===== src/hw/rtl/cpr_pkg.sv =====
`default_nettype none

package cpr_pkg;

    localparam int SAMPLE_BITS_DEF = 12;
    localparam logic [15:0] PERIOD_RESET = 16'd300;

    // Enough decimal digits for any sample of up to 16 bits
    localparam int MAX_DIGITS = 5;
    localparam int POS_W = $clog2(MAX_DIGITS);
    localparam int CMP_W = 17;
    localparam int IDX_W = 3;
    localparam logic [IDX_W-1:0] PREFIX_LAST = IDX_W'(4);
    localparam logic [IDX_W-1:0] SUFFIX_LAST = IDX_W'(2);

    localparam logic [7:0] CH_BANG = 8'h21;
    localparam logic [7:0] CH_HASH = 8'h23;
    localparam logic [7:0] CH_R    = 8'h52;
    localparam logic [7:0] CH_S    = 8'h53;
    localparam logic [7:0] CH_T    = 8'h54;
    localparam logic [7:0] CH_O    = 8'h4F;
    localparam logic [7:0] CH_K    = 8'h4B;
    localparam logic [7:0] CH_A    = 8'h41;
    localparam logic [7:0] CH_D    = 8'h44;
    localparam logic [7:0] CH_C    = 8'h43;
    localparam logic [7:0] CH_EQ   = 8'h3D;
    localparam logic [7:0] CH_CR   = 8'h0D;
    localparam logic [7:0] CH_LF   = 8'h0A;
    localparam logic [7:0] CH_ZERO = 8'h30;
    localparam logic [7:0] CH_NINE = 8'h39;

    typedef enum logic [6:0] {
        RZ_IDLE  = 7'b0000001,
        RZ_START = 7'b0000010,
        RZ_R     = 7'b0000100,
        RZ_RS    = 7'b0001000,
        RZ_RST   = 7'b0010000,
        RZ_O     = 7'b0100000,
        RZ_OK    = 7'b1000000
    } t_rz_state;

    typedef enum logic [3:0] {
        SD_IDLE   = 4'b0001,
        SD_SEND   = 4'b0010,
        SD_WAIT   = 4'b0100,
        SD_RESEND = 4'b1000
    } t_sd_state;

    typedef enum logic [3:0] {
        PH_IDLE   = 4'b0001,
        PH_PREFIX = 4'b0010,
        PH_DIGIT  = 4'b0100,
        PH_SUFFIX = 4'b1000
    } t_phase;

    function automatic logic [CMP_W-1:0] pow10(input logic [POS_W-1:0] pos);
        logic [CMP_W-1:0] p;
        unique case (pos)
            POS_W'(0): p = CMP_W'(1);
            POS_W'(1): p = CMP_W'(10);
            POS_W'(2): p = CMP_W'(100);
            POS_W'(3): p = CMP_W'(1000);
            POS_W'(4): p = CMP_W'(10000);
            default:   p = '0;
        endcase
        return p;
    endfunction

    // "!ADC=" without the leading '!', which goes out when the request is taken
    function automatic logic [7:0] prefix_char(input logic [IDX_W-1:0] idx);
        logic [7:0] c;
        unique case (idx)
            IDX_W'(1): c = CH_A;
            IDX_W'(2): c = CH_D;
            IDX_W'(3): c = CH_C;
            IDX_W'(4): c = CH_EQ;
            default:   c = CH_BANG;
        endcase
        return c;
    endfunction

    function automatic logic [7:0] suffix_char(input logic [IDX_W-1:0] idx);
        logic [7:0] c;
        unique case (idx)
            IDX_W'(0): c = CH_HASH;
            IDX_W'(1): c = CH_CR;
            default:   c = CH_LF;
        endcase
        return c;
    endfunction

endpackage

`default_nettype wire


===== src/hw/rtl/cpr_parser.sv =====
`default_nettype none

module cpr_parser #(
    parameter int SAMPLE_BITS = cpr_pkg::SAMPLE_BITS_DEF
) (
    input  wire logic                   i_clk,
    input  wire logic                   i_rst_n,
    input  wire logic                   i_in_valid,
    output logic                        o_in_stall,
    input  wire logic                   i_op,
    input  wire logic [7:0]             i_rx_byte,
    input  wire logic [SAMPLE_BITS-1:0] i_adc_sample,
    input  wire logic                   i_cfg_we,
    input  wire logic [15:0]            i_cfg_wdata,
    input  wire logic                   i_take,
    output logic                        o_pend_valid,
    output logic [SAMPLE_BITS-1:0]      o_pend_sample
);

    cpr_pkg::t_rz_state r_rz, n_rz;
    cpr_pkg::t_sd_state r_sd, n_sd;
    logic [15:0]            r_period;
    logic [15:0]            r_wait, n_wait;
    logic [SAMPLE_BITS-1:0] r_kept, n_kept;
    logic                   r_pend_valid, n_pend_valid;
    logic [SAMPLE_BITS-1:0] r_pend_sample, n_pend_sample;
    logic                   w_acc;

    // The single response slot frees in the same cycle the serializer takes it
    assign o_in_stall    = r_pend_valid && !i_take;
    assign w_acc         = i_in_valid && !o_in_stall;
    assign o_pend_valid  = r_pend_valid;
    assign o_pend_sample = r_pend_sample;

    always_comb begin
        n_rz          = r_rz;
        n_sd          = r_sd;
        n_wait        = r_wait;
        n_kept        = r_kept;
        n_pend_valid  = r_pend_valid && !i_take;
        n_pend_sample = r_pend_sample;
        if (w_acc && !i_op) begin
            if (i_rx_byte == cpr_pkg::CH_BANG) begin
                n_rz = cpr_pkg::RZ_START;
            end else begin
                unique case (r_rz)
                    cpr_pkg::RZ_START: begin
                        if (i_rx_byte == cpr_pkg::CH_R) n_rz = cpr_pkg::RZ_R;
                        else if (i_rx_byte == cpr_pkg::CH_O) n_rz = cpr_pkg::RZ_O;
                        else n_rz = cpr_pkg::RZ_IDLE;
                    end
                    cpr_pkg::RZ_R: begin
                        n_rz = (i_rx_byte == cpr_pkg::CH_S) ? cpr_pkg::RZ_RS : cpr_pkg::RZ_IDLE;
                    end
                    cpr_pkg::RZ_RS: begin
                        n_rz = (i_rx_byte == cpr_pkg::CH_T) ? cpr_pkg::RZ_RST : cpr_pkg::RZ_IDLE;
                    end
                    cpr_pkg::RZ_RST: begin
                        if (i_rx_byte == cpr_pkg::CH_HASH) n_sd = cpr_pkg::SD_SEND;
                        n_rz = cpr_pkg::RZ_IDLE;
                    end
                    cpr_pkg::RZ_O: begin
                        n_rz = (i_rx_byte == cpr_pkg::CH_K) ? cpr_pkg::RZ_OK : cpr_pkg::RZ_IDLE;
                    end
                    cpr_pkg::RZ_OK: begin
                        if (i_rx_byte == cpr_pkg::CH_HASH) n_sd = cpr_pkg::SD_IDLE;
                        n_rz = cpr_pkg::RZ_IDLE;
                    end
                    default: begin
                        n_rz = cpr_pkg::RZ_IDLE;
                    end
                endcase
            end
        end else if (w_acc && i_op) begin
            unique case (r_sd)
                cpr_pkg::SD_SEND: begin
                    n_pend_valid  = 1'b1;
                    n_pend_sample = i_adc_sample;
                    n_kept        = i_adc_sample;
                    n_wait        = r_period;
                    n_sd          = cpr_pkg::SD_WAIT;
                end
                cpr_pkg::SD_WAIT: begin
                    n_wait = r_wait - 16'd1;
                    if (n_wait == 16'd0) n_sd = cpr_pkg::SD_RESEND;
                end
                cpr_pkg::SD_RESEND: begin
                    n_pend_valid  = 1'b1;
                    n_pend_sample = r_kept;
                    n_wait        = r_period;
                    n_sd          = cpr_pkg::SD_WAIT;
                end
                default: begin
                    n_sd = r_sd;
                end
            endcase
        end
    end

    always_ff @(posedge i_clk) begin
        if (!i_rst_n) begin
            r_rz         <= cpr_pkg::RZ_IDLE;
            r_sd         <= cpr_pkg::SD_IDLE;
            r_period     <= cpr_pkg::PERIOD_RESET;
            r_wait       <= '0;
            r_kept       <= '0;
            r_pend_valid <= 1'b0;
        end else begin
            r_rz         <= n_rz;
            r_sd         <= n_sd;
            r_wait       <= n_wait;
            r_kept       <= n_kept;
            r_pend_valid <= n_pend_valid;
            if (i_cfg_we) r_period <= i_cfg_wdata;
        end
    end

    always_ff @(posedge i_clk) begin
        r_pend_sample <= n_pend_sample;
    end

`ifndef ASSERT_OFF
    a_pend_hold: assert property (@(posedge i_clk) disable iff (!i_rst_n)
        r_pend_valid && !i_take |=> r_pend_valid && $stable(r_pend_sample))
        else $error("pending response lost or changed");

    a_send_tick: assert property (@(posedge i_clk) disable iff (!i_rst_n)
        w_acc && i_op && r_sd == cpr_pkg::SD_SEND
        |=> r_sd == cpr_pkg::SD_WAIT && r_pend_valid && r_wait == r_period)
        else $error("sending tick did not queue a response");

    a_byte_no_resp: assert property (@(posedge i_clk) disable iff (!i_rst_n)
        w_acc && !i_op |=> !r_pend_valid || $past(r_pend_valid))
        else $error("received byte queued a response");
`endif

endmodule

`default_nettype wire


===== src/hw/rtl/cpr_serializer.sv =====
`default_nettype none

module cpr_serializer #(
    parameter int SAMPLE_BITS = cpr_pkg::SAMPLE_BITS_DEF
) (
    input  wire logic                   i_clk,
    input  wire logic                   i_rst_n,
    input  wire logic                   i_pend_valid,
    input  wire logic [SAMPLE_BITS-1:0] i_pend_sample,
    output logic                        o_take,
    output logic                        o_out_valid,
    input  wire logic                   i_out_stall,
    output logic [7:0]                  o_tx_byte,
    output logic                        o_last_byte
);

    cpr_pkg::t_phase r_ph, n_ph;
    logic [cpr_pkg::IDX_W-1:0] r_idx, n_idx;
    logic [cpr_pkg::POS_W-1:0] r_pos, n_pos;
    logic [SAMPLE_BITS-1:0]    r_rem, n_rem;
    logic                      r_out_valid, n_out_valid;
    logic [7:0]                r_tx_byte, n_tx_byte;
    logic                      r_last, n_last;

    logic                      w_adv;
    logic [cpr_pkg::CMP_W-1:0] w_rem_wide;
    logic [cpr_pkg::CMP_W-1:0] w_pow;
    logic [cpr_pkg::CMP_W-1:0] w_sub;
    logic [3:0]                w_digit;
    logic [cpr_pkg::CMP_W-1:0] w_cand;
    logic [cpr_pkg::POS_W-1:0] w_top_pos;

    assign w_adv      = !r_out_valid || !i_out_stall;
    assign o_take     = w_adv && (r_ph == cpr_pkg::PH_IDLE) && i_pend_valid;
    assign w_rem_wide = cpr_pkg::CMP_W'(r_rem);
    assign w_pow      = cpr_pkg::pow10(r_pos);

    // Digit at the current position: largest multiple of 10^pos not above the remainder
    always_comb begin
        w_digit = 4'd0;
        w_sub   = '0;
        w_cand  = '0;
        for (int m = 1; m <= 9; m++) begin
            w_cand = cpr_pkg::CMP_W'(w_pow * cpr_pkg::CMP_W'(m));
            if (w_rem_wide >= w_cand) begin
                w_digit = 4'(m);
                w_sub   = w_cand;
            end
        end
    end

    // Most significant position of the new sample, so no leading zeros go out
    always_comb begin
        w_top_pos = '0;
        for (int k = 1; k < cpr_pkg::MAX_DIGITS; k++) begin
            if (cpr_pkg::CMP_W'(i_pend_sample) >= cpr_pkg::pow10(cpr_pkg::POS_W'(k))) begin
                w_top_pos = cpr_pkg::POS_W'(k);
            end
        end
    end

    always_comb begin
        n_ph        = r_ph;
        n_idx       = r_idx;
        n_pos       = r_pos;
        n_rem       = r_rem;
        n_out_valid = r_out_valid;
        n_tx_byte   = r_tx_byte;
        n_last      = r_last;
        if (w_adv) begin
            n_last = 1'b0;
            unique case (r_ph)
                cpr_pkg::PH_IDLE: begin
                    n_out_valid = i_pend_valid;
                    if (i_pend_valid) begin
                        n_tx_byte = cpr_pkg::CH_BANG;
                        n_rem     = i_pend_sample;
                        n_pos     = w_top_pos;
                        n_idx     = cpr_pkg::IDX_W'(1);
                        n_ph      = cpr_pkg::PH_PREFIX;
                    end
                end
                cpr_pkg::PH_PREFIX: begin
                    n_out_valid = 1'b1;
                    n_tx_byte   = cpr_pkg::prefix_char(r_idx);
                    if (r_idx == cpr_pkg::PREFIX_LAST) begin
                        n_ph = cpr_pkg::PH_DIGIT;
                    end else begin
                        n_idx = r_idx + cpr_pkg::IDX_W'(1);
                    end
                end
                cpr_pkg::PH_DIGIT: begin
                    n_out_valid = 1'b1;
                    n_tx_byte   = cpr_pkg::CH_ZERO + {4'd0, w_digit};
                    n_rem       = SAMPLE_BITS'(w_rem_wide - w_sub);
                    if (r_pos == '0) begin
                        n_idx = '0;
                        n_ph  = cpr_pkg::PH_SUFFIX;
                    end else begin
                        n_pos = r_pos - cpr_pkg::POS_W'(1);
                    end
                end
                cpr_pkg::PH_SUFFIX: begin
                    n_out_valid = 1'b1;
                    n_tx_byte   = cpr_pkg::suffix_char(r_idx);
                    if (r_idx == cpr_pkg::SUFFIX_LAST) begin
                        n_last = 1'b1;
                        n_ph   = cpr_pkg::PH_IDLE;
                    end else begin
                        n_idx = r_idx + cpr_pkg::IDX_W'(1);
                    end
                end
                default: begin
                    n_out_valid = 1'b0;
                    n_ph        = cpr_pkg::PH_IDLE;
                end
            endcase
        end
    end

    always_ff @(posedge i_clk) begin
        if (!i_rst_n) begin
            r_ph        <= cpr_pkg::PH_IDLE;
            r_out_valid <= 1'b0;
            r_last      <= 1'b0;
        end else begin
            r_ph        <= n_ph;
            r_out_valid <= n_out_valid;
            r_last      <= n_last;
        end
    end

    always_ff @(posedge i_clk) begin
        r_idx     <= n_idx;
        r_pos     <= n_pos;
        r_rem     <= n_rem;
        r_tx_byte <= n_tx_byte;
    end

    assign o_out_valid = r_out_valid;
    assign o_tx_byte   = r_tx_byte;
    assign o_last_byte = r_last;

`ifndef ASSERT_OFF
    a_last_is_lf: assert property (@(posedge i_clk) disable iff (!i_rst_n)
        r_out_valid && r_last |-> r_tx_byte == cpr_pkg::CH_LF)
        else $error("last byte is not a line feed");

    a_digit_ascii: assert property (@(posedge i_clk) disable iff (!i_rst_n)
        w_adv && r_ph == cpr_pkg::PH_DIGIT
        |=> r_tx_byte >= cpr_pkg::CH_ZERO && r_tx_byte <= cpr_pkg::CH_NINE)
        else $error("digit phase sent a non-digit");

    a_take_idle: assert property (@(posedge i_clk) disable iff (!i_rst_n)
        o_take |=> r_ph == cpr_pkg::PH_PREFIX && r_tx_byte == cpr_pkg::CH_BANG)
        else $error("response did not start with the prefix");
`endif

endmodule

`default_nettype wire


===== src/hw/rtl/command_parser_with_periodic_resend.sv =====
`default_nettype none

// Command parser with periodic resend. Received bytes (op 0) drive a recognizer for
// "!RST#" and "!OK#"; timer ticks (op 1) drive the sender. After "!RST#", the next tick
// sends "!ADC=<decimal>#\r\n" for the current sample and keeps it; after each resend
// period of ticks is counted down, the tick after that sends the kept value again,
// until "!OK#". A request is accepted in every cycle while the one-entry response slot
// is free; a request that starts a response fills the slot until the serializer takes
// it. The serializer emits one character per cycle while the output is not stalled: a
// response of n digits holds n + 8 characters and the next one can follow with no gap, so
// a sending tick yields 9 to 12 characters with 12-bit samples (up to 13 with 16-bit samples).
// The resend period register is written through i_cfg_we / i_cfg_wdata; reset is 300.
module command_parser_with_periodic_resend #(
    parameter int SAMPLE_BITS = cpr_pkg::SAMPLE_BITS_DEF
) (
    input  wire logic                   i_clk,
    input  wire logic                   i_rst_n,
    input  wire logic                   i_in_valid,
    output logic                        o_in_stall,
    input  wire logic                   i_op,
    input  wire logic [7:0]             i_rx_byte,
    input  wire logic [SAMPLE_BITS-1:0] i_adc_sample,
    input  wire logic                   i_cfg_we,
    input  wire logic [15:0]            i_cfg_wdata,
    output logic                        o_out_valid,
    input  wire logic                   i_out_stall,
    output logic [7:0]                  o_tx_byte,
    output logic                        o_last_byte
);

    logic                   w_take;
    logic                   w_pend_valid;
    logic [SAMPLE_BITS-1:0] w_pend_sample;

    cpr_parser #(
        .SAMPLE_BITS(SAMPLE_BITS)
    ) u_parser (
        .i_clk         (i_clk),
        .i_rst_n       (i_rst_n),
        .i_in_valid    (i_in_valid),
        .o_in_stall    (o_in_stall),
        .i_op          (i_op),
        .i_rx_byte     (i_rx_byte),
        .i_adc_sample  (i_adc_sample),
        .i_cfg_we      (i_cfg_we),
        .i_cfg_wdata   (i_cfg_wdata),
        .i_take        (w_take),
        .o_pend_valid  (w_pend_valid),
        .o_pend_sample (w_pend_sample)
    );

    cpr_serializer #(
        .SAMPLE_BITS(SAMPLE_BITS)
    ) u_serializer (
        .i_clk         (i_clk),
        .i_rst_n       (i_rst_n),
        .i_pend_valid  (w_pend_valid),
        .i_pend_sample (w_pend_sample),
        .o_take        (w_take),
        .o_out_valid   (o_out_valid),
        .i_out_stall   (i_out_stall),
        .o_tx_byte     (o_tx_byte),
        .o_last_byte   (o_last_byte)
    );

endmodule

`default_nettype wire


===== config.mk =====
export PLATFORM = sky130hd
export DESIGN_NAME = command_parser_with_periodic_resend
export DESIGN_NICKNAME = d
export VERILOG_FILES = /design/src/hw/rtl/cpr_pkg.sv /design/src/hw/rtl/cpr_parser.sv /design/src/hw/rtl/cpr_serializer.sv /design/src/hw/rtl/command_parser_with_periodic_resend.sv
export SDC_FILE = /design/constraint.sdc
export NUM_CORES = 1
export LEC_CHECK = 0
export ABC_AREA = 1
export ABC_CLOCK_PERIOD_IN_PS = 14940
export BUFFER_PORTS_ARGS = -buffer_cell sky130_fd_sc_hd__buf_2
export CORE_ASPECT_RATIO = 2
export CORE_UTILIZATION = 23
export DETAILED_ROUTE_END_ITERATION = 12
export GPL_TIMING_DRIVEN = 0
export PLACE_DENSITY = 0.35
export SLEW_MARGIN = 20
export SYNTH_ARGS = -nofsm -noshare
export SYNTH_HDL_FRONTEND = slang
export SYNTH_SLANG_ARGS = --single-unit
export TNS_END_PERCENT = 30

===== constraint.sdc =====
create_clock -name i_clk -period 14.94 [get_ports i_clk]
set_input_delay 2.988 -clock i_clk [delete_from_list [all_inputs] [get_ports i_clk]]
set_output_delay 2.988 -clock i_clk [all_outputs]
set_load 0.02 [all_outputs]

# Word level (Yosys, flattened, before mapping)
# Index checks and enable logic that the tools add are counted.
[classes]
n_mul = 5
eq_ne = 40
add_sub_neg = 5
mux = 65
bitwise_logic = 1
reduce_logical = 32
n_lt_le_gt_ge = 13
[ops]
columns = ["op", "count"]
rows = [
  ["12-bit two-way mux", 10],
  ["12-bit by 17-bit greater-or-equal comparator with 1-bit output", 5],
  ["14-bit case mux with 5 select lines", 1],
  ["7-bit case mux with 4 select lines", 2],
  ["4-bit two-way mux", 13],
  ["12-bit case mux with 2 select lines", 2],
  ["8-bit by 7-bit == test with 1-bit output (second input constant)", 5],
  ["14-bit by 3-bit multiplier with 17-bit output (second input constant)", 2],
  ["3-bit two-way mux", 11],
  ["12-bit by 16-bit greater-or-equal comparator with 1-bit output", 2],
  ["14-bit by 2-bit multiplier with 16-bit output (second input constant)", 2],
  ["16-bit case mux with 2 select lines", 1],
  ["8-bit case mux with 4 select lines", 1],
  ["7-bit two-way mux", 3],
  ["14-bit by 4-bit multiplier with 17-bit output (second input constant)", 1],
  ["8-bit by 6-bit == test with 1-bit output (second input constant)", 2],
  ["16-bit zero test", 1],
  ["4-bit case mux with 2 select lines", 2],
  ["4-bit case mux with 4 select lines", 1],
  ["16-bit by 1-bit subtractor with 16-bit output (second input constant)", 1],
  ["12-bit by 15-bit greater-or-equal comparator with 1-bit output", 1],
  ["3-bit AND reduction", 5],
  ["12-bit by 14-bit greater-or-equal comparator with 1-bit output", 1],
  ["12-bit by 14-bit greater-or-equal comparator with 1-bit output (second input constant)", 1],
  ["47 further kinds", 85],
]
[word_totals]
inputBits = 42
register_bits = 100

# Logic depth before layout (Yosys ltp)
# Gate-level depths: netlist (run 1).
[logic_depth]
word_depth = 14
mapped_depth = 45
ltp_nobuf = 45

# Cells and area by module
# Synthesis (run 1) repeated with hierarchy kept, for this count alone.
[hier_totals]
cells_unflattened = 1431
area_unflattened_um2 = 9943.3
[by_module_without_submodules]
columns = ["mod", "area_per_inst_um2", "cells_per_inst", "seq_area_each_um2", "n_inst"]
rows = [
  ["cpr_serializer", 6347.3, 944, 870.8, 1],
  ["cpr_parser", 3595.9, 487, 1481.4, 1],
]

# Least setup slack after synthesis (run 1)
# No wires, ideal clock.
[synth_path]
path_kind = "input to output"
startpoint = "input port i_out_stall"
endpoint = "output port o_in_stall"
stages = 4
setup_slack_ns = 8.501
t_arrival_ns = 3.451
path_buffers = 0
path_cell_list = "nand2_1 inv_1 o21ai_2 inv_1"
[synth_between]
elab_chain_len = 6
[synth_lines]
columns = ["element", "line_no", "text"]
rows = [
  ["start, declared", "command_parser_with_periodic_resend.sv:26", "input wire logic i_out_stall,"],
  ["1-bit zero test", "cpr_serializer.sv:33", "assign w_adv = !r_out_valid || !i_out_stall;"],
  ["1-bit logical OR", "cpr_serializer.sv:33", ""],
  ["1-bit logical AND (2 in series)", "cpr_serializer.sv:34", "assign o_take = w_adv && (r_ph == cpr_pkg::PH_IDLE) && i_pend_valid;"],
  ["1-bit zero test", "cpr_parser.sv:30", "assign o_in_stall = r_pend_valid && !i_take;"],
  ["1-bit logical AND", "cpr_parser.sv:30", ""],
  ["end, declared", "command_parser_with_periodic_resend.sv:19", "output logic o_in_stall,"],
]
# No other way between the ends.

# Final worst setup path (run 1)
[layout_path]
startpoint = "register u_serializer.r_pos[1] in the netlist's numbering"
endpoint = "register u_serializer.r_rem[10], data pin"
[layout_between]
elab_chain_len = 14
word_cells_on_any_way = 31
classes_between = "add/sub (1); mul (5); order compare (9); eq/ne (4); mux (11); reduce/logical (1)"
[layout_lines]
columns = ["element", "line_no", "text"]
rows = [
  ["start, declared", "cpr_serializer.sv:19", "logic [cpr_pkg::POS_W-1:0] r_pos, n_pos;"],
  ["start signal, assigned", "cpr_serializer.sv:135", "r_pos <= n_pos;"],
  ["3-bit == test, or another cell as far along", "cpr_pkg.sv:58", "unique case (pos)"],
  ["14-bit case mux with 5 select lines (*)", "cpr_pkg.sv:58", ""],
  ["branches (longest 9 deep; another with 14-bit by 2-bit multiplier with 16-bit output)", "n/a", ""],
  ["12-bit two-way mux (*)", "cpr_serializer.sv:45", "if (w_rem_wide >= w_cand) begin"],
  ["12-bit subtractor (*)", "cpr_serializer.sv:95", "n_rem = SAMPLE_BITS'(w_rem_wide - w_sub);"],
  ["12-bit case mux with 2 select lines (*)", "cpr_serializer.sv:72", "unique case (r_ph)"],
  ["end signal, assigned", "cpr_serializer.sv:136", "r_rem <= n_rem;"],
  ["end, declared", "cpr_serializer.sv:20", "logic [SAMPLE_BITS-1:0] r_rem, n_rem;"],
]
# Every way passes the cells marked *.
# A chain may end at the register's enable or synchronous reset.

==> flow_metrics.env, run 1 <==
export IMPL_status="finished, final reports clean"
export IMPL_synth_cell_type_count=53
export IMPL_post_cts_buffers=0
export IMPL_finalNetCount=1657
export IMPL_antenna_found_initial=0
export IMPL_postCtsResizedCells=0
export IMPL_die_area_mm2=0.04306
export IMPL_relSlewSlack=0.2794
export IMPL_initial_utilization=0.2330
export IMPL_vias=9473
export IMPL_place_area_mm2=0.01065
export IMPL_setup_slack_ps=6794
export IMPL_ys_warn_count=0
export IMPL_h_tree_depth=3
export IMPL_critical_path_class="register to register"
export IMPL_drtIter0Drc=394
export IMPL_fin_cells=2008
export IMPL_cts_sinks=99
export IMPL_finClkSkew_ps=6.746
export IMPL_num_rows=106
export IMPL_drv_cap=0
export IMPL_postCtsHoldBufs=0
export IMPL_synth_seq_area_share=0.2424
export IMPL_max_freq_mhz=122.8
export IMPL_place_ws_ps=6738
export IMPL_ys_ff_latch=99
export IMPL_fin_crit_ps=8146
export IMPL_pin_count=53
export IMPL_overflow=0
export IMPL_numPortBuffers=51
export IMPL_grt_max_degree=16
export IMPL_dr_pass1_iters=5
export IMPL_via_per_inst=4.718
export IMPL_cts_tree="built"
export IMPL_syn_avg_cell_area_um2=6.936
export IMPL_period_share=0.5453
export IMPL_placed_cells=1992
export IMPL_synthArstFlopShare=0
export IMPL_die_y_um=292.5
export IMPL_wl_per_cell_um=19.77
export IMPL_fin_util=0.2626
export IMPL_gp_congestion=0.9404
export IMPL_worstSetupStartpointType="register"
export IMPL_synth_edf_count=37
export IMPL_slew_violations=0
export IMPL_drive_gt1_frac=0.08106
export IMPL_syn_to_final_growth_pct=12.71
export IMPL_ant_nets=0
export IMPL_numCtsBuffers=9
export IMPL_grt_pass1_vias=9766
export IMPL_core_area_mm2=0.04164
export IMPL_fin_area_mm2=0.01094
export IMPL_path_clk_slew_ps=70
export IMPL_peakVddDrop_mv=0.06855
export IMPL_clk_latency_ps=360
export IMPL_clock_path_buffers=2
export IMPL_drc=0
export IMPL_cp_slowest_stage_delay_ps=570
export IMPL_crit_arrival_ps=8270
export IMPL_place_hpwl_um=33110
export IMPL_worst_pin_slew_ps=1071
export IMPL_slowest_stage="fa_1"
export IMPL_synth_cells=1399
export IMPL_num_antenna_cells=0
export IMPL_rsz0062_at_grt="no"
export IMPL_fillers=4714
export IMPL_cpMostUsedCell="nand2_1"
export IMPL_die_w_um=147.2
export IMPL_report_final_setup_viol=0
export IMPL_hp_class="register to register"
export IMPL_cp_max_fo=11
export IMPL_cts_root_buffer="clkbuf_16"
export IMPL_grt_pass1_wl_um=58840
export IMPL_required_ps=15060
export IMPL_track_usage=0.1878
export IMPL_wirelength_um=39710
export IMPL_netlist_area_mm2=0.009703
export IMPL_hold_violations=0
export IMPL_setup_tns_ps=0
export IMPL_crit_path_end_kind="register"
export IMPL_power_density_mw_per_mm2=205.6
export IMPL_p_leak_nw=5.219
export IMPL_synth_top_flop_cell="dfxtp_1"
-- registers in the layout, indices dropped and copies added (netlist names), 3 cells and up --
name and count:
u_parser.o_pend_sample 12, u_serializer.r_ph 4, u_serializer.o_tx_byte 7, u_parser.r_kept 12
u_serializer.r_idx 3, u_parser.r_wait 16, u_serializer.r_pos 3, u_parser.r_period 16
u_serializer.r_rem 12, u_parser.r_rz 7, u_parser.r_sd 4
-- power by group --
group / switching, mW / internal, mW / leakage (nW)
Combinational: 1.12 / 0.553 / 4.24
Clock: 0.104 / 0.130 / 0.141
Sequential: 0.0286 / 0.316 / 0.838
Total: 1.25 / 0.999 / 5.22
-- through the flow --
step | hold WS (ps) | total power, mW
floorplan | 424.5 | 1.494
global placement | 436.7 | 2.016
CTS | 449.6 | 2.268
detailed placement | 438.7 | 2.016
global route | 464.1 | 2.468
finish | 447.5 | 2.248
-- cells in the mapped netlist (all sizes together) (9+ instances only) --
cell type | number | area (um2)
a21oi | 134 | 678.2
a31oi | 10 | 62.56
buf | 12 | 82.58
clkbuf | 18 | 67.56
dfxtp | 62 | 1241
edfxtp | 37 | 1111
fa | 10 | 200.2
ha | 142 | 1777
inv | 176 | 665.6
nand2 | 336 | 1309
nand3 | 66 | 340.3
nand4 | 18 | 112.6
nor2 | 153 | 620.6
nor3 | 27 | 145.1
o211ai | 11 | 82.58
o21ai | 95 | 479.2
xnor2 | 9 | 78.83
xor2 | 22 | 192.7
-- layout by cell type (no fill, tap or decap), types with 6 or more instances in the layout --
| cell | count |
|---|---|
| nand2_1 | 330 |
| inv_1 | 162 |
| nor2_1 | 143 |
| ha_1 | 142 |
| a21oi_1 | 131 |
| o21ai_0 | 86 |
| nand3_1 | 64 |
| dfxtp_1 | 62 |
| buf_2 | 57 |
| edfxtp_1 | 37 |
| nor3_1 | 25 |
| xor2_1 | 22 |
| clkbuf_1 | 21 |
| nand4_1 | 18 |
| inv_2 | 13 |
| o211ai_1 | 11 |
| a31oi_1 | 10 |
| fa_1 | 10 |
| xnor2_1 | 9 |
| clkbuf_16 | 9 |
| o21ai_1 | 8 |
| nor4_1 | 8 |
| nor2_2 | 7 |
| a21o_1 | 6 |
| nand3b_1 | 6 |
| a221oi_1 | 6 |
-- worst paths after layout --
kind | startpoint | endpoint | slack (ps) | cells after the start
worst max-delay path | u_serializer.r_pos[1] | u_serializer.r_rem[10] | 6790 | 41
worst min-delay path | u_parser.r_kept[8] | u_parser.r_kept[8] | 450 | 2
worst max register to register | u_serializer.r_pos[1] | u_serializer.r_rem[10] | 6790 | 41
worst min register to register | u_parser.r_kept[8] | u_parser.r_kept[8] | 450 | 2
-- critical path: cells and delay by family, from the launching register on --
family,cells,cell delay [ps]
and+or+nand+nor,20,2560
xor gates and xnor gates,1,190
DFF,1,380
adders and majority gates,6,2180
AOI/OAI and AO/OA,10,1620
buffers and inverters,4,980
-- layer usage --
| layer | track usage | part of all wire | vias to the layer above |
|---|---|---|---|
| met5 | 0 | 0 | - |
| met4 | 0.1099 | 0.058 | 0 |
| met3 | 0.01885 | 0.020 | 80 |
| met2 | 0.4096 | 0.61 | 166 |
| met1 | 0.1522 | 0.31 | 4395 |
| li1 | - | - | 4832 |
-- kinds of logic after synthesis --
family / synth area share
xor gates and xnor gates: 0.02798
and+or+nand+nor: 0.2757
buffers and inverters: 0.08446
adders and majority gates: 0.2037
AOI/OAI and AO/OA: 0.1649
DFF: 0.2424
other: 0.0007740
-- layout make-up --
cell class / instances / area (um2) / share of cell area
sequential: 99 / 2352 / 0.2151
inverter: 177 / 669.4 / 0.06121
clock buffer: 13 / 241.5 / 0.02208
buffer: 30 / 150.1 / 0.01373
tap: 540 / 675.6 / 0.06178
multi-input combinational: 1094 / 6541 / 0.5981
timing repair buffer: 52 / 266.5 / 0.02437
clock inverter: 3 / 40.04 / 0.003661
Power figures use the tool's default switching activity.
==> inputs of run 2 (changes only) <==
--- a/config.mk
+++ b/config.mk
@@ -5,8 +5,8 @@
 export SDC_FILE = /design/constraint.sdc
 export NUM_CORES = 1
 export LEC_CHECK = 0
-export ABC_AREA = 1
-export ABC_CLOCK_PERIOD_IN_PS = 14940
+export ABC_AREA = 0
+export ABC_CLOCK_PERIOD_IN_PS = 8330
 export BUFFER_PORTS_ARGS = -buffer_cell sky130_fd_sc_hd__buf_2
 export CORE_ASPECT_RATIO = 2
 export CORE_UTILIZATION = 23
==> constraint.sdc (replaced) <==
create_clock -name i_clk -period 8.33 [get_ports i_clk]
set_input_delay 1.666 -clock i_clk [delete_from_list [all_inputs] [get_ports i_clk]]
set_output_delay 1.666 -clock i_clk [all_outputs]
set_load 0.02 [all_outputs]
==> flow_metrics.env, run 2 <==
export IMPL_report_final_setup_viol=0
export IMPL_required_ps=8470
export IMPL_ant_nets=0
export IMPL_vias=9008
export IMPL_grt_pass1_wl_um=58560
export IMPL_cpMostUsedCell="ha_1"
export IMPL_wirelength_um=39330
export IMPL_power_frac_comb=0.706
export IMPL_gp_congestion=0.9013
export IMPL_yosysMostFrequentCell="ha_1"
export IMPL_internal_power_mw=1.659
export IMPL_finClkSkew_ps=14.11
export IMPL_cp_max_fo=11
export IMPL_synth_edf_count=37
export IMPL_core_area_mm2=0.04112
export IMPL_final_cell_mix="ha_1 (141), nand2_1 (85), nor2_1 (74)"
export IMPL_drc=0
export IMPL_period_share=0.9646
export IMPL_fillers=4457
export IMPL_power_density_mw_per_mm2=301.2
export IMPL_yosysTopAreaCellShare=0.1845
export IMPL_p_leak_nw=4.688
export IMPL_postCtsHoldBufs=0
export IMPL_synth_top_cells_by_area="ha_1 (18%), dfxtp_1 (13%), edfxtp_1 (12%), a21oi_1 (4.0%), o21ai_0 (3.5%)"
export IMPL_multiInputGateArea_mm2=0.007012
export IMPL_synth_seq_area_share=0.2443
export IMPL_cts_tree="built"
export IMPL_die_area_mm2=0.04274
export IMPL_synth_cells=1140
export IMPL_path_clk_slew_ps=80
export IMPL_p_switching_mw=1.708
export IMPL_clk_latency_ps=360
export IMPL_synth_top_flop_cell="dfxtp_1"
export IMPL_track_usage=0.1877
export IMPL_clock_path_buffers=2
export IMPL_pin_count=53
export IMPL_status="finished, final reports clean"
export IMPL_critical_path_class="register to register"
export IMPL_yosysTopAreaCell="ha_1"
export IMPL_ys_ff_latch=99
export IMPL_num_rows=105
export IMPL_cts_root_buffer="clkbuf_16"
export IMPL_worst_pin_slew_ps=1062
export IMPL_drtIter0Drc=460
export IMPL_hp_class="register to register"
export IMPL_fin_area_mm2=0.01118
export IMPL_syn_to_final_growth_pct=16.06
export IMPL_dr_pass1_iters=5
export IMPL_worstSetupStartpointType="register"
export IMPL_wl_per_cell_um=22.37
export IMPL_place_ws_ps=-2979
export IMPL_numCtsBuffers=9
export IMPL_overflow=0
export IMPL_finalNetCount=1411
export IMPL_grt_pass1_vias=9491
export IMPL_numPortBuffers=49
export IMPL_power_mw=3.366
export IMPL_slowest_stage="edfxtp_1"
export IMPL_synthArstFlopShare=0
export IMPL_setup_slack_ps=294.9
export IMPL_synth_cell_type_count=83
export IMPL_synth_common_cells="ha_1 (142), nand2_1 (85), nor2_1 (78)"
export IMPL_place_area_mm2=0.01057
export IMPL_hold_slack_ps=483.1
export IMPL_h_tree_depth=3
export IMPL_cp_slowest_stage_delay_ps=440
export IMPL_antenna_found_initial=2
export IMPL_fin_cells=1758
export IMPL_final_common_cell="ha_1"
export IMPL_via_per_inst=5.124
export IMPL_placed_cells=1726
export IMPL_relSlewSlack=0.2919
export IMPL_die_y_um=291.4
export IMPL_initial_utilization=0.2342
export IMPL_setup_tns_ps=0
export IMPL_drv_cap=0
export IMPL_p_sw_frac=0.5073
export IMPL_seq_power_share=0.167
export IMPL_netlist_area_mm2=0.009630
export IMPL_slew_violations=0
export IMPL_fin_crit_ps=8035
export IMPL_die_w_um=146.7
export IMPL_peakVddDrop_mv=0.1418
export IMPL_grt_max_degree=18
export IMPL_rsz0062_at_grt="no"
export IMPL_max_freq_mhz=124.5
export IMPL_syn_avg_cell_area_um2=8.448
export IMPL_reg_largest_list="u_parser.r_period (16), u_parser.r_wait (16)"
export IMPL_seqCellArea_mm2=0.002352
export IMPL_fin_util=0.2718
export IMPL_crit_arrival_ps=8170
export IMPL_pwr_share_clk=0.127
export IMPL_hold_violations=0
export IMPL_crit_path_end_kind="register"
export IMPL_cts_sinks=99
export IMPL_place_hpwl_um=32350
export IMPL_ys_warn_count=0
export IMPL_drive_gt1_frac=0.1309
run 2: per-layer routing:
layer  vias to the layer above  track usage  part of all wire
li1                       4380            -                 -
met1                      4337       0.1490              0.30
met2                       195       0.3982              0.60
met3                        94      0.01724             0.020
met4                         2       0.1443             0.081
met5                         -            0           0.00033
run 2: critical path, delay by kind of cell, from the launching register on:
family | cells | cell delay (ps)
buffers and inverters | 5 | 1030
xor gates and xnor gates | 1 | 380
DFF | 1 | 440
AOI/OAI and AO/OA | 12 | 2510
adders and majority gates | 6 | 2130
and+or+nand+nor | 8 | 1300
run 2: final cells by class:
type | count | area share
Inverter | 65 | 0.02373
Tap cell | 535 | 0.05989
Sequential cell | 99 | 0.2105
Buffer | 44 | 0.01847
Antenna cell | 1 | 0.0002239
Clock buffer | 11 | 0.02272
Clock inverter | 5 | 0.003806
Multi-Input combinational cell | 932 | 0.6273
Timing Repair Buffer | 66 | 0.03336
run 2: power by group through the flow:
stage | Sequential, mW | Combinational [mW] | Clock (mW)
after CTS | 0.564 | 2.33 | 0.450
after detailed placement | 0.575 | 2.19 | 0
after global routing | 0.568 | 2.61 | 0.465
after floorplan | 0.586 | 1.46 | 0
final | 0.564 | 2.37 | 0.428
after global placement | 0.575 | 2.18 | 0
run 2: repair_timing:
| item | in CTS | in global routing |
|---|---|---|
| endpoints found under the setup margin | 15 | 4 |
| pin swaps | 2 | 2 |
| gates resized for setup | 34 | 11 |
| cloned | 0 | 0 |
| buffers inserted | 11 | 5 |
run 2: path summary, 6_finish.rpt:
path | start | end | slack [ps] | cells past startpoint
max | u_serializer.r_pos[0] | u_serializer.r_rem[8] | 290 | 32
max reg2reg | u_serializer.r_pos[0] | u_serializer.r_rem[8] | 290 | 32
min | u_parser.r_period[2] | u_parser.r_period[2] | 480 | 2
min reg2reg | u_parser.r_period[2] | u_parser.r_period[2] | 480 | 2
run 2: logic make-up after synthesis:
| family | Yosys count | synth area share |
|---|---|---|
| AND/OR/NAND/NOR | 382 | 0.2080 |
| AO/OA/AOI/OAI | 320 | 0.2184 |
| adder cells (fa/ha/maj) | 153 | 0.2063 |
| buffers and inverters | 110 | 0.04651 |
| flip-flops | 99 | 0.2443 |
| multiplexers | 42 | 0.04521 |
| XOR/XNOR | 32 | 0.03053 |
| other | 2 | 0.0007798 |
